### src/rtl/mcmc_pkg.sv
`timescale 1ns / 1ps
`default_nettype none
// ----------------------------------------------------------------------------
// mcmc_pkg: shared types and constants for the matrix chain cost block
// Transfer payloads, controller command/status structs and error codes.
// ----------------------------------------------------------------------------
package mcmc_pkg;

  localparam int unsigned DIM_W      = 16;
  localparam int unsigned COST_OUT_W = 52;
  localparam int unsigned COUNT_W    = 5;
  localparam int unsigned ERR_W      = 2;

  localparam logic [COST_OUT_W-1:0] COST_MAX = '1;

  localparam logic [ERR_W-1:0] ERR_OK       = 2'd0;
  localparam logic [ERR_W-1:0] ERR_TOO_FEW  = 2'd1;
  localparam logic [ERR_W-1:0] ERR_TOO_MANY = 2'd2;

  typedef struct packed {
    logic [DIM_W-1:0] dimension;
    logic             last_dimension;
  } in_item_t;

  typedef struct packed {
    logic [COST_OUT_W-1:0] min_cost;
    logic [COUNT_W-1:0]    matrix_count;
    logic [ERR_W-1:0]      error_code;
  } out_item_t;

  // controller -> datapath
  typedef struct packed {
    logic             dim_wr;       // store incoming dimension
    logic             setup_rd;     // read b[lo] and b[hi+1] for a new cell
    logic             init_best;    // reset running minimum
    logic             split_issue;  // issue one split evaluation
    logic             cost_wr;      // write cell result to the cost table
    logic             load_out;     // load the output register
    logic             res_zero;     // result cost forced to zero
    logic [ERR_W-1:0] res_err;
  } ctl_cmd_t;

  // datapath -> controller
  typedef struct packed {
    logic out_free;
  } dp_sts_t;

endpackage : mcmc_pkg
`default_nettype wire

### src/rtl/mcmc_ctrl.sv
`timescale 1ns / 1ps
`default_nettype none
// ----------------------------------------------------------------------------
// mcmc_ctrl: sequencer for dimension loading and the diagonal table fill
// Counts dimensions, classifies the chain and walks span, lo and split.
// ----------------------------------------------------------------------------
module mcmc_ctrl
  import mcmc_pkg::*;
#(
  parameter int unsigned MAX_MATRICES = 16
) (
  input  wire logic                                   clk,
  input  wire logic                                   rst_n,
  input  wire logic                                   in_valid,
  input  wire logic                                   last_dimension,
  output logic                                        in_stall,
  input  wire dp_sts_t                                sts,
  output ctl_cmd_t                                    cmd,
  output logic [$clog2(MAX_MATRICES+1)-1:0]           dim_waddr,
  output logic [((MAX_MATRICES > 1) ? $clog2(MAX_MATRICES) : 1)-1:0] lo,
  output logic [((MAX_MATRICES > 1) ? $clog2(MAX_MATRICES) : 1)-1:0] hi,
  output logic [((MAX_MATRICES > 1) ? $clog2(MAX_MATRICES) : 1)-1:0] split,
  output logic [$clog2(MAX_MATRICES+1)-1:0]           res_count
);

  localparam int unsigned IW   = (MAX_MATRICES > 1) ? $clog2(MAX_MATRICES) : 1;
  localparam int unsigned DAW  = $clog2(MAX_MATRICES + 1);
  localparam int unsigned CNTW = $clog2(MAX_MATRICES + 2);
  localparam int unsigned MW   = $clog2(MAX_MATRICES + 1);

  typedef enum logic [6:0] {
    ST_IDLE   = 7'b0000001,
    ST_SETUP  = 7'b0000010,
    ST_SPLIT  = 7'b0000100,
    ST_DRAIN1 = 7'b0001000,
    ST_DRAIN2 = 7'b0010000,
    ST_WRITE  = 7'b0100000,
    ST_FINISH = 7'b1000000
  } state_t;

  state_t           state_r, state_nxt;
  logic [CNTW-1:0]  cnt_r, cnt_nxt, new_cnt;
  logic             ovf_r, ovf_nxt, ovf_any, room;
  logic [IW-1:0]    lo_r, lo_nxt, hi_r, hi_nxt, span_r, span_nxt;
  logic [IW-1:0]    split_r, split_nxt, mlast_r, mlast_nxt;
  logic [MW-1:0]    mc_r, mc_nxt;
  logic [ERR_W-1:0] err_r, err_nxt;
  logic             zero_r, zero_nxt;

  assign room    = (cnt_r < CNTW'(MAX_MATRICES + 1));
  assign new_cnt = room ? (cnt_r + 1'b1) : cnt_r;
  assign ovf_any = ovf_r || !room;

  always_comb begin
    state_nxt = state_r;
    cnt_nxt   = cnt_r;
    ovf_nxt   = ovf_r;
    lo_nxt    = lo_r;
    hi_nxt    = hi_r;
    span_nxt  = span_r;
    split_nxt = split_r;
    mlast_nxt = mlast_r;
    mc_nxt    = mc_r;
    err_nxt   = err_r;
    zero_nxt  = zero_r;
    cmd       = '0;
    case (state_r)
      ST_IDLE: begin
        if (in_valid) begin
          if (room) begin
            cmd.dim_wr = 1'b1;
            cnt_nxt    = new_cnt;
          end else begin
            ovf_nxt = 1'b1;
          end
          if (last_dimension) begin
            cnt_nxt = '0;
            ovf_nxt = 1'b0;
            if (ovf_any) begin
              err_nxt   = ERR_TOO_MANY;
              zero_nxt  = 1'b1;
              mc_nxt    = '0;
              state_nxt = ST_FINISH;
            end else if (new_cnt < CNTW'(2)) begin
              err_nxt   = ERR_TOO_FEW;
              zero_nxt  = 1'b1;
              mc_nxt    = '0;
              state_nxt = ST_FINISH;
            end else if (new_cnt == CNTW'(2)) begin
              err_nxt   = ERR_OK;
              zero_nxt  = 1'b1;
              mc_nxt    = MW'(1);
              state_nxt = ST_FINISH;
            end else begin
              err_nxt   = ERR_OK;
              zero_nxt  = 1'b0;
              mc_nxt    = MW'(new_cnt - 1'b1);
              mlast_nxt = IW'(new_cnt - CNTW'(2));
              lo_nxt    = '0;
              hi_nxt    = IW'(1);
              span_nxt  = IW'(1);
              state_nxt = ST_SETUP;
            end
          end
        end
      end
      ST_SETUP: begin
        cmd.setup_rd  = 1'b1;
        cmd.init_best = 1'b1;
        split_nxt     = lo_r;
        state_nxt     = ST_SPLIT;
      end
      ST_SPLIT: begin
        cmd.split_issue = 1'b1;
        if (split_r == (hi_r - 1'b1)) begin
          state_nxt = ST_DRAIN1;
        end else begin
          split_nxt = split_r + 1'b1;
        end
      end
      ST_DRAIN1: begin
        state_nxt = ST_DRAIN2;
      end
      ST_DRAIN2: begin
        state_nxt = ST_WRITE;
      end
      ST_WRITE: begin
        cmd.cost_wr = 1'b1;
        if (span_r == mlast_r) begin
          state_nxt = ST_FINISH;
        end else if (hi_r == mlast_r) begin
          // next diagonal
          span_nxt  = span_r + 1'b1;
          lo_nxt    = '0;
          hi_nxt    = span_r + 1'b1;
          state_nxt = ST_SETUP;
        end else begin
          lo_nxt    = lo_r + 1'b1;
          hi_nxt    = hi_r + 1'b1;
          state_nxt = ST_SETUP;
        end
      end
      ST_FINISH: begin
        cmd.res_err  = err_r;
        cmd.res_zero = zero_r;
        if (sts.out_free) begin
          cmd.load_out = 1'b1;
          state_nxt    = ST_IDLE;
        end
      end
      default: begin
        state_nxt = ST_IDLE;
      end
    endcase
  end

  always_ff @(posedge clk) begin
    if (!rst_n) begin
      state_r <= ST_IDLE;
      cnt_r   <= '0;
      ovf_r   <= 1'b0;
    end else begin
      state_r <= state_nxt;
      cnt_r   <= cnt_nxt;
      ovf_r   <= ovf_nxt;
    end
  end

  always_ff @(posedge clk) begin
    lo_r    <= lo_nxt;
    hi_r    <= hi_nxt;
    span_r  <= span_nxt;
    split_r <= split_nxt;
    mlast_r <= mlast_nxt;
    mc_r    <= mc_nxt;
    err_r   <= err_nxt;
    zero_r  <= zero_nxt;
  end

  assign in_stall  = (state_r != ST_IDLE);
  assign dim_waddr = cnt_r[DAW-1:0];
  assign lo        = lo_r;
  assign hi        = hi_r;
  assign split     = split_r;
  assign res_count = mc_r;

endmodule : mcmc_ctrl
`default_nettype wire

### config.mk
export PLATFORM = sky130hd
export DESIGN_NAME = mcmc_ctrl
export DESIGN_NICKNAME = d
export VERILOG_FILES = /design/src/rtl/mcmc_pkg.sv /design/src/rtl/mcmc_ctrl.sv
export SDC_FILE = /design/constraint.sdc
export NUM_CORES = 1
export LEC_CHECK = 0
export BUFFER_PORTS_ARGS = -buffer_cell sky130_fd_sc_hd__buf_4
export CORE_AREA = 2 2 72 74
export CTS_CLUSTER_DIAMETER = 30
export DETAILED_ROUTE_END_ITERATION = 16
export DIE_AREA = 0 0 74 76
export HOLD_SLACK_MARGIN = 0.06
export PLACE_DENSITY = 0.71
export SLEW_MARGIN = 20
export SYNTH_ARGS = -nofsm -noshare
export SYNTH_HDL_FRONTEND = slang
export SYNTH_SLANG_ARGS = --single-unit
### constraint.sdc
create_clock -name clk -period 4.75 [get_ports clk]
set_clock_uncertainty 0.15 [all_clocks]
set_input_delay 0.7125 -clock clk [delete_from_list [all_inputs] [get_ports clk]]
set_output_delay 0.7125 -clock clk [all_outputs]
set_load 0.05 [all_outputs]
==> results of run 1 <==
per-stage QoR:
stage	total power [uW]	std cells
finish	1320	343
global route	1400	343
detailed placement	1040	335
floorplan	907	236
CTS	1330	343
global placement	1040	335
layer usage:
metal | vias to the layer above | track usage (%) | wire [um]
li1 | 933 | - | -
met1 | 849 | 26.8 | 2360
met2 | 49 | 26.1 | 2190
met3 | 10 | 5.56 | 280
met4 | 0 | 5.45 | 77
met5 | - | 0 | 0
area by class of cell:
cell class	count	area, sq um
multi-input cells	173	1190
repair buffers	37	278
inverters	14	52.6
fillers	424	2100
flip-flops and latches	41	1100
clock buffers	5	68.8
well taps	70	87.6
clock inverters	3	41.3
registers in the layout, indices dropped and copies added (netlist names):
register,cells
dim_waddr,5
err_r,2
hi,4
lo,4
mlast_r,4
ovf_r,1
res_count,5
span_r,4
split,4
state_r,7
zero_r,1
worst max path at each step:
stage                               from                      end  depth (start not counted)
2_1_floorplan  dim_waddr[1]$_SDFFE_PN0P_  span_r[0]$_SDFFCE_PN1P_                         10
3_3_place_gp   dim_waddr[0]$_SDFFE_PN0P_  span_r[3]$_SDFFCE_PN0P_                          9
3_5_place_dp   dim_waddr[4]$_SDFFE_PN0P_  span_r[3]$_SDFFCE_PN0P_                         10
4_1_cts        dim_waddr[0]$_SDFFE_PN0P_  span_r[1]$_SDFFCE_PN0P_                         10
5_1_grt        dim_waddr[4]$_SDFFE_PN0P_     mlast_r[1]$_DFFE_PP_                          9
6_report       dim_waddr[4]$_SDFFE_PN0P_  span_r[1]$_SDFFCE_PN0P_                         10
critical path, cell delays in order, from the launching register on:
cell and delay (ps):
dfxtp_1 560, inv_1 170, a21o_1 210, a22oi_1 410, inv_1 90, ha_1 210, o21a_1 140, o31a_1 310
o32ai_1 260, buf_4 230, and2_1 230
logic make-up (layout without fill, tap and decap cells):
group                      count (synthesis)  after routing  share of synthesized area (%)
buffers and inverters                     22             59                           3.64
adders and majority gates                 10             10                           5.22
muxes                                      2              2                          0.896
DFF                                       41             41                           46.4
and+or+nand+nor                           88             88                           19.6
AOI/OAI and AO/OA                         47             47                           14.1
xor gates and xnor gates                  26             26                           10.2
power by group through the flow:
stage / combinational, uW / clock [uW] / sequential [uW]
global placement: 527 / 0 / 516
finish: 529 / 282 / 509
detailed placement: 526 / 0 / 517
floorplan: 332 / 0 / 575
CTS: 530 / 287 / 509
global route: 579 / 300 / 518
placed cells by master (no fill, tap or decap), drive strengths merged, types with 5 or more instances in the layout:
cell	count
ha	9
nor2	23
xnor2	11
buf	37
and2	11
dfxtp	13
nand2	20
nand3	7
o21ai	13
edfxtp	28
clkbuf	5
nor3	5
inv	14
xor2	14
a21oi	6
==> summary.txt, run 1 <==
Status
  – Status: completed

Synth
  – Async set-reset flop share out of synthesis: 0%
  – EDFF count, synth: 28
  – Post-synth cell types: 54
  – Yosys Warn Count: 0
  – Mapped cell area: 2370 sq um
  – Seq cells post-synth: 41
  – Area contributors post-synth: edfxtp_1 (35%), dfxtp_1 (11%), xor2_1 (5.2%)
  – Top FF cell, synth: edfxtp_1
  – Count leader, synth: edfxtp_1
  – Post-synth top area share: a little over a third
  – Largest area contributor in the netlist: edfxtp_1
  – Syn_nets: 250
  – Syn avg cell area: between 10 and 15 sq um
  – Cell count after synthesis: 236
  – Seq/Total Area, Yosys: 46.4%
  – Post-synth top cells: edfxtp_1 (28), nor2_1 (23), nand2_1 (20), xor2_1 (14)

GRT
  – Grt ovf: 0
  – First-pass GRT wire length: 8110 um
  – Largest net degree at the start of global routing: 14
  – GRT Util Overall: 18.3%
  – Number of global-route vias before repair: about 1700
  – Initial antenna violation count: 0

Drt
  – Via Count: 1841
  – Vias per Instance: about 5.4
  – Initial DRT Pass Iterations: 4
  – # DRC: 0
  – WL final: 4900 um
  – Antenna viol nets, final: 0
  – First-iteration detailed-routing DRC count: just over 90
  – DR WL/cell: 14.3 um

Power and ir drop
  – Power Internal: 793 uW
  – Net Sw Power: 528 uW
  – Power Density: 469 nW/um^2
  – Logic gate share of total power: 40.1%
  – Sw Share: between 30% and 40%
  – VDD IR max: 0.237 mV
  – Static Leak: 0.00113 uW
  – Share of power burned in registers: about two fifths
  – Share of power burned in the clock network: 21.4%

Hold path
  – Hold endpoint: ovf_r$_SDFFE_PN0P_
  – Hold WC Path Type: register to register
  – Hold Crit Start: ovf_r$_SDFFE_PN0P_
  – Hold Path Stages: 2

Clock network
  – Root buffer cell: clkbuf_8
  – CTS Sinks: 41
  – Clock slew at the register clock pins of the worst setup and hold paths: approximately 80 ps
  – Clk buf depth: 2
  – Number of CTS-inserted buffers: 5
  – CTS tree: built
  – CTS hold repair buffers: 0
  – Setup Fix Bufs, Post-CTS: 0
  – H-tree Lvls: 2
  – Post-CTS Resized: 0
  – Latest clock arrival within the worst-skew pair: 290 ps

STA
  – Hold WS: 324 ps
  – Final Max Tran Viols: 0
  – Setup slack after layout: 1490 ps
  – Final setup violating endpoints: 0
  – Worst-Margin Slew: 723 ps
  – FMAX: 307 MHz
  – Max-slew headroom: 51.7%
  – Fin crit period: 3260 ps
  – Unrepaired setup endpoints after global routing: no
  – Final Hold Fails: 0
  – Setup TNS: 0 ps
  – Fin crit share: between 60 and 70%

Die
  – Initial core utilization: 48.3%
  – I/O Pins: 37
  – Die X: 74 um
  – DIE AREA: approximately 5600 sq um
  – Cell Rows: 26
  – DIE HEIGHT: approximately 76 um
  – Core area: 4910 sq um

Finish
  – Ant diodes: 0
  – Area growth from synthesis to layout: 18.6%
  – Fin area: 2820 sq um
  – Final nets: ~290
  – Final core occ: 57.3%
  – Layout cells sized above 1: 19.4%

Place
  – Placer congestion estimate: roughly 0.9
  – Post-DP HPWL: 3670 um
  – PortBufs: 36
  – Placed cell area: 2710 sq um
  – DP Worst Slack: 1540 ps

Worst setup path
  – Worst reg-to-reg path cell count: 10
  – CP Data Arrival Time: 3110 ps
  – Reg2Reg Setup Slack: between 1000 and 1500 ps
  – Worst flop-to-flop path startpoint: dim_waddr[4]$_SDFFE_PN0P_
  – Critical path fanouts, max: 13
  – Reg-to-reg endpoint: span_r[1]$_SDFFCE_PN0P_
  – Startpoint types: register
  – Kind of critical path: register to register
  – CP endpoint kind: register
  – Worst EP required: 4600 ps

Flow run
  – Maxcap violations: 0
(Power assumes the default switching activity.)
==> inputs of run 2 (changes only) <==
==> constraint.sdc (replaced) <==
create_clock -name clk -period 3.2 [get_ports clk]
set_clock_uncertainty 0.15 [all_clocks]
set_input_delay 0.48 -clock clk [delete_from_list [all_inputs] [get_ports clk]]
set_output_delay 0.48 -clock clk [all_outputs]
set_load 0.05 [all_outputs]
==> summary.txt, run 2 (same netlist as run 1, synthesis figures left out) <==
Status
  – Status: completed (unchanged)

Clock network
  – Latest clock arrival within the worst-skew pair: 290 ps (about the same)
  – Post-CTS Resized: 0 (unchanged)
  – Root buffer cell: clkbuf_8 (unchanged)
  – CTS tree: built (unchanged)
  – Setup Fix Bufs, Post-CTS: 0 (unchanged)
  – Number of CTS-inserted buffers: 5 (unchanged)
  – CTS Sinks: 41 (unchanged)
  – CTS hold repair buffers: 0 (unchanged)
  – Clk buf depth: 2 (unchanged)
  – H-tree Lvls: 2 (unchanged)
  – Clock slew at the register clock pins of the worst setup and hold paths: 80 ps (about the same)

GRT
  – Number of global-route vias before repair: 1719 (was 1705)
  – Grt ovf: 0 (unchanged)
  – Largest net degree at the start of global routing: 14 (unchanged)
  – First-pass GRT wire length: 7990 um (was 8110 um)
  – GRT Util Overall: 18.5% (was 18.3%)
  – Initial antenna violation count: 0 (unchanged)

Drt
  – WL final: 4890 um (was 4900 um)
  – Vias per Instance: 5.45 (was 5.37)
  – DR WL/cell: 14.2 um (was 14.3 um)
  – Antenna viol nets, final: 0 (unchanged)
  – # DRC: 0 (unchanged)
  – Initial DRT Pass Iterations: 4 (unchanged)
  – First-iteration detailed-routing DRC count: 122 (was 91)
  – Via Count: 1881 (was 1841)

Finish
  – Most flops, register: state_r (unchanged)
  – Final nets: 288 (was 286)
  – Ant diodes: 0 (unchanged)
  – Final core occ: 58.1% (was 57.3%)
  – Area growth from synthesis to layout: 20.3% (was 18.6%)
  – Max reg flops: 7 (unchanged)
  – Layout fillers: 442 (was 424)
  – Multi-input gate area: 1200 sq um (was 1190 sq um)
  – Commonest non-fill, non-tap cell in the layout: buf_4 (unchanged)
  – Most frequent cells in the layout: buf_4 (39), edfxtp_1 (28), nor2_1 (23) (was buf_4 (37), edfxtp_1 (28), nor2_1 (23))
  – Layout cells sized above 1: 22.2% (was 19.4%)
  – Fin area: 2860 sq um (was 2820 sq um)
  – Storage cell area: 1110 sq um (was 1100 sq um)

Die
  – I/O Pins: 37 (unchanged)
  – Cell Rows: 26 (unchanged)
  – DIE HEIGHT: 76 um (unchanged)
  – Die X: 74 um (unchanged)
  – DIE AREA: 5620 sq um (unchanged)
  – Core area: 4910 sq um (unchanged)
  – Initial core utilization: 48.3% (unchanged)

Power and ir drop
  – Share of power burned in registers: 38.5% (was 38.6%)
  – Sw Share: 39.5% (was 40.0%)
  – VDD IR max: 0.537 mV (was 0.237 mV)
  – Static Leak: 0.00114 uW (was 0.00113 uW)
  – Share of power burned in the clock network: 20.5% (was 21.4%)
  – Power Internal: 1200 uW (was 793 uW)
  – Power Density: 692 nW/um^2 (was 469 nW/um^2)
  – Net Sw Power: 780 uW (was 528 uW)
  – Logic gate share of total power: 41.0% (was 40.1%)
  – Total power: 1970 uW (was 1320 uW)

Place
  – PortBufs: 36 (unchanged)
  – Post-DP HPWL: 3710 um (was 3670 um)
  – Placer congestion estimate: 0.925 (was 0.926)
  – Placed cell area: 2740 sq um (was 2710 sq um)

STA
  – Max-slew headroom: 54.9% (was 51.7%)
  – Unrepaired setup endpoints after global routing: no (unchanged)
  – Final setup violating endpoints: 0 (unchanged)
  – Final Hold Fails: 0 (unchanged)
  – Worst-Margin Slew: 670 ps (was 723 ps)
  – Fin crit share: 92.1% (was 68.6%)
  – Final Max Tran Viols: 0 (unchanged)
  – Hold WS: 273 ps (was 324 ps)
  – Setup TNS: 0 ps (unchanged)
  – Fin crit period: 2950 ps (was 3260 ps)
  – FMAX: 339 MHz (was 307 MHz)

Worst setup path
  – Critical path fanouts, max: 13 (unchanged)
  – Kind of critical path: register to register (unchanged)
  – CP top delay family: simple AND/OR/NAND/NOR gates (was compound AO/OA/AOI/OAI gates)
  – Crit-path cells: ha_1 -> and3b_1 -> nor2_1 -> inv_1 -> ha_1 -> o31ai_1 -> nand2_1 -> nor2_1 (was inv_1 -> a21o_1 -> a22oi_1 -> inv_1 -> ha_1 -> o21a_1 -> o31a_1 -> o32ai_1 -> buf_4 -> and2_1)
  – Worst EP required: 3030 ps (was 4600 ps)
  – Worst path slowest cell: o31ai_1 (was dfxtp_1)
  – CP endpoint kind: register (unchanged)
  – Max stage delay on crit path: 450 ps (was 560 ps)
  – Critical Path Source: dim_waddr[0]$_SDFFE_PN0P_ (was dim_waddr[4]$_SDFFE_PN0P_)
  – Buffers and inverters on the worst path: 1 (was 3)
  – CP Data Arrival Time: 2770 ps (was 3110 ps)
  – Worst flop-to-flop path startpoint: dim_waddr[0]$_SDFFE_PN0P_ (was dim_waddr[4]$_SDFFE_PN0P_)
  – Startpoint types: register (unchanged)

Flow run
  – Maxcap violations: 0 (unchanged)

Hold path
  – Hold WC Path Type: input port to register (was register to register)
  – Hold Crit Start: rst_n (was ovf_r$_SDFFE_PN0P_)
## run 2: through the flow
step                      setup WS [ps]  std cells
after floorplan                    28.9        236
after global placement              349        337
after detailed placement            208        337
after CTS                           179        345
after global routing               71.3        345
final                               253        345
## run 2: power by group through the flow
stage | Combinational [uW] | Sequential, uW | Clock, uW
5_1_grt | 876 | 774 | 441
4_1_cts | 808 | 759 | 417
6_report | 809 | 760 | 405
2_1_floorplan | 505 | 855 | 0
3_3_place_gp | 804 | 769 | 0
3_5_place_dp | 804 | 770 | 0
## run 2: worst paths after layout
check,to,slack [ps],depth (start not counted)
worst max-delay path,mlast_r[0]$_DFFE_PP_,250,8
worst min register to register,ovf_r$_SDFFE_PN0P_,320,2
worst max register to register,mlast_r[0]$_DFFE_PP_,250,8
worst min-delay path,state_r[0]$_SDFFE_PN1P_,270,2
## run 2: cell type report
cell class                 instances  share of cell area, %
clock inverter                     3                   1.45
tap                               70                   3.07
sequential                        41                   38.8
timing repair buffer              39                   10.3
inverter                          14                   1.84
clock buffer                       5                   2.41
multi-input combinational        173                   42.2
## run 2: layer usage
metal  GRT usage [%]  routed length, um  vias up
met3            4.63                226        8
li1                -                  -      936
met5               0                  0        -
met1            25.9               2300      894
met2            27.9               2290       43
met4            6.55                 74        0
## run 2: worst register-to-register path, delay by kind of cell, from the launching register on
kind                       cells  cell delay [ps]
DFF                            1              390
buffers and inverters          1               90
AOI/OAI and AO/OA              1              450
and+or+nand+nor                4              990
adders and majority gates      2              570
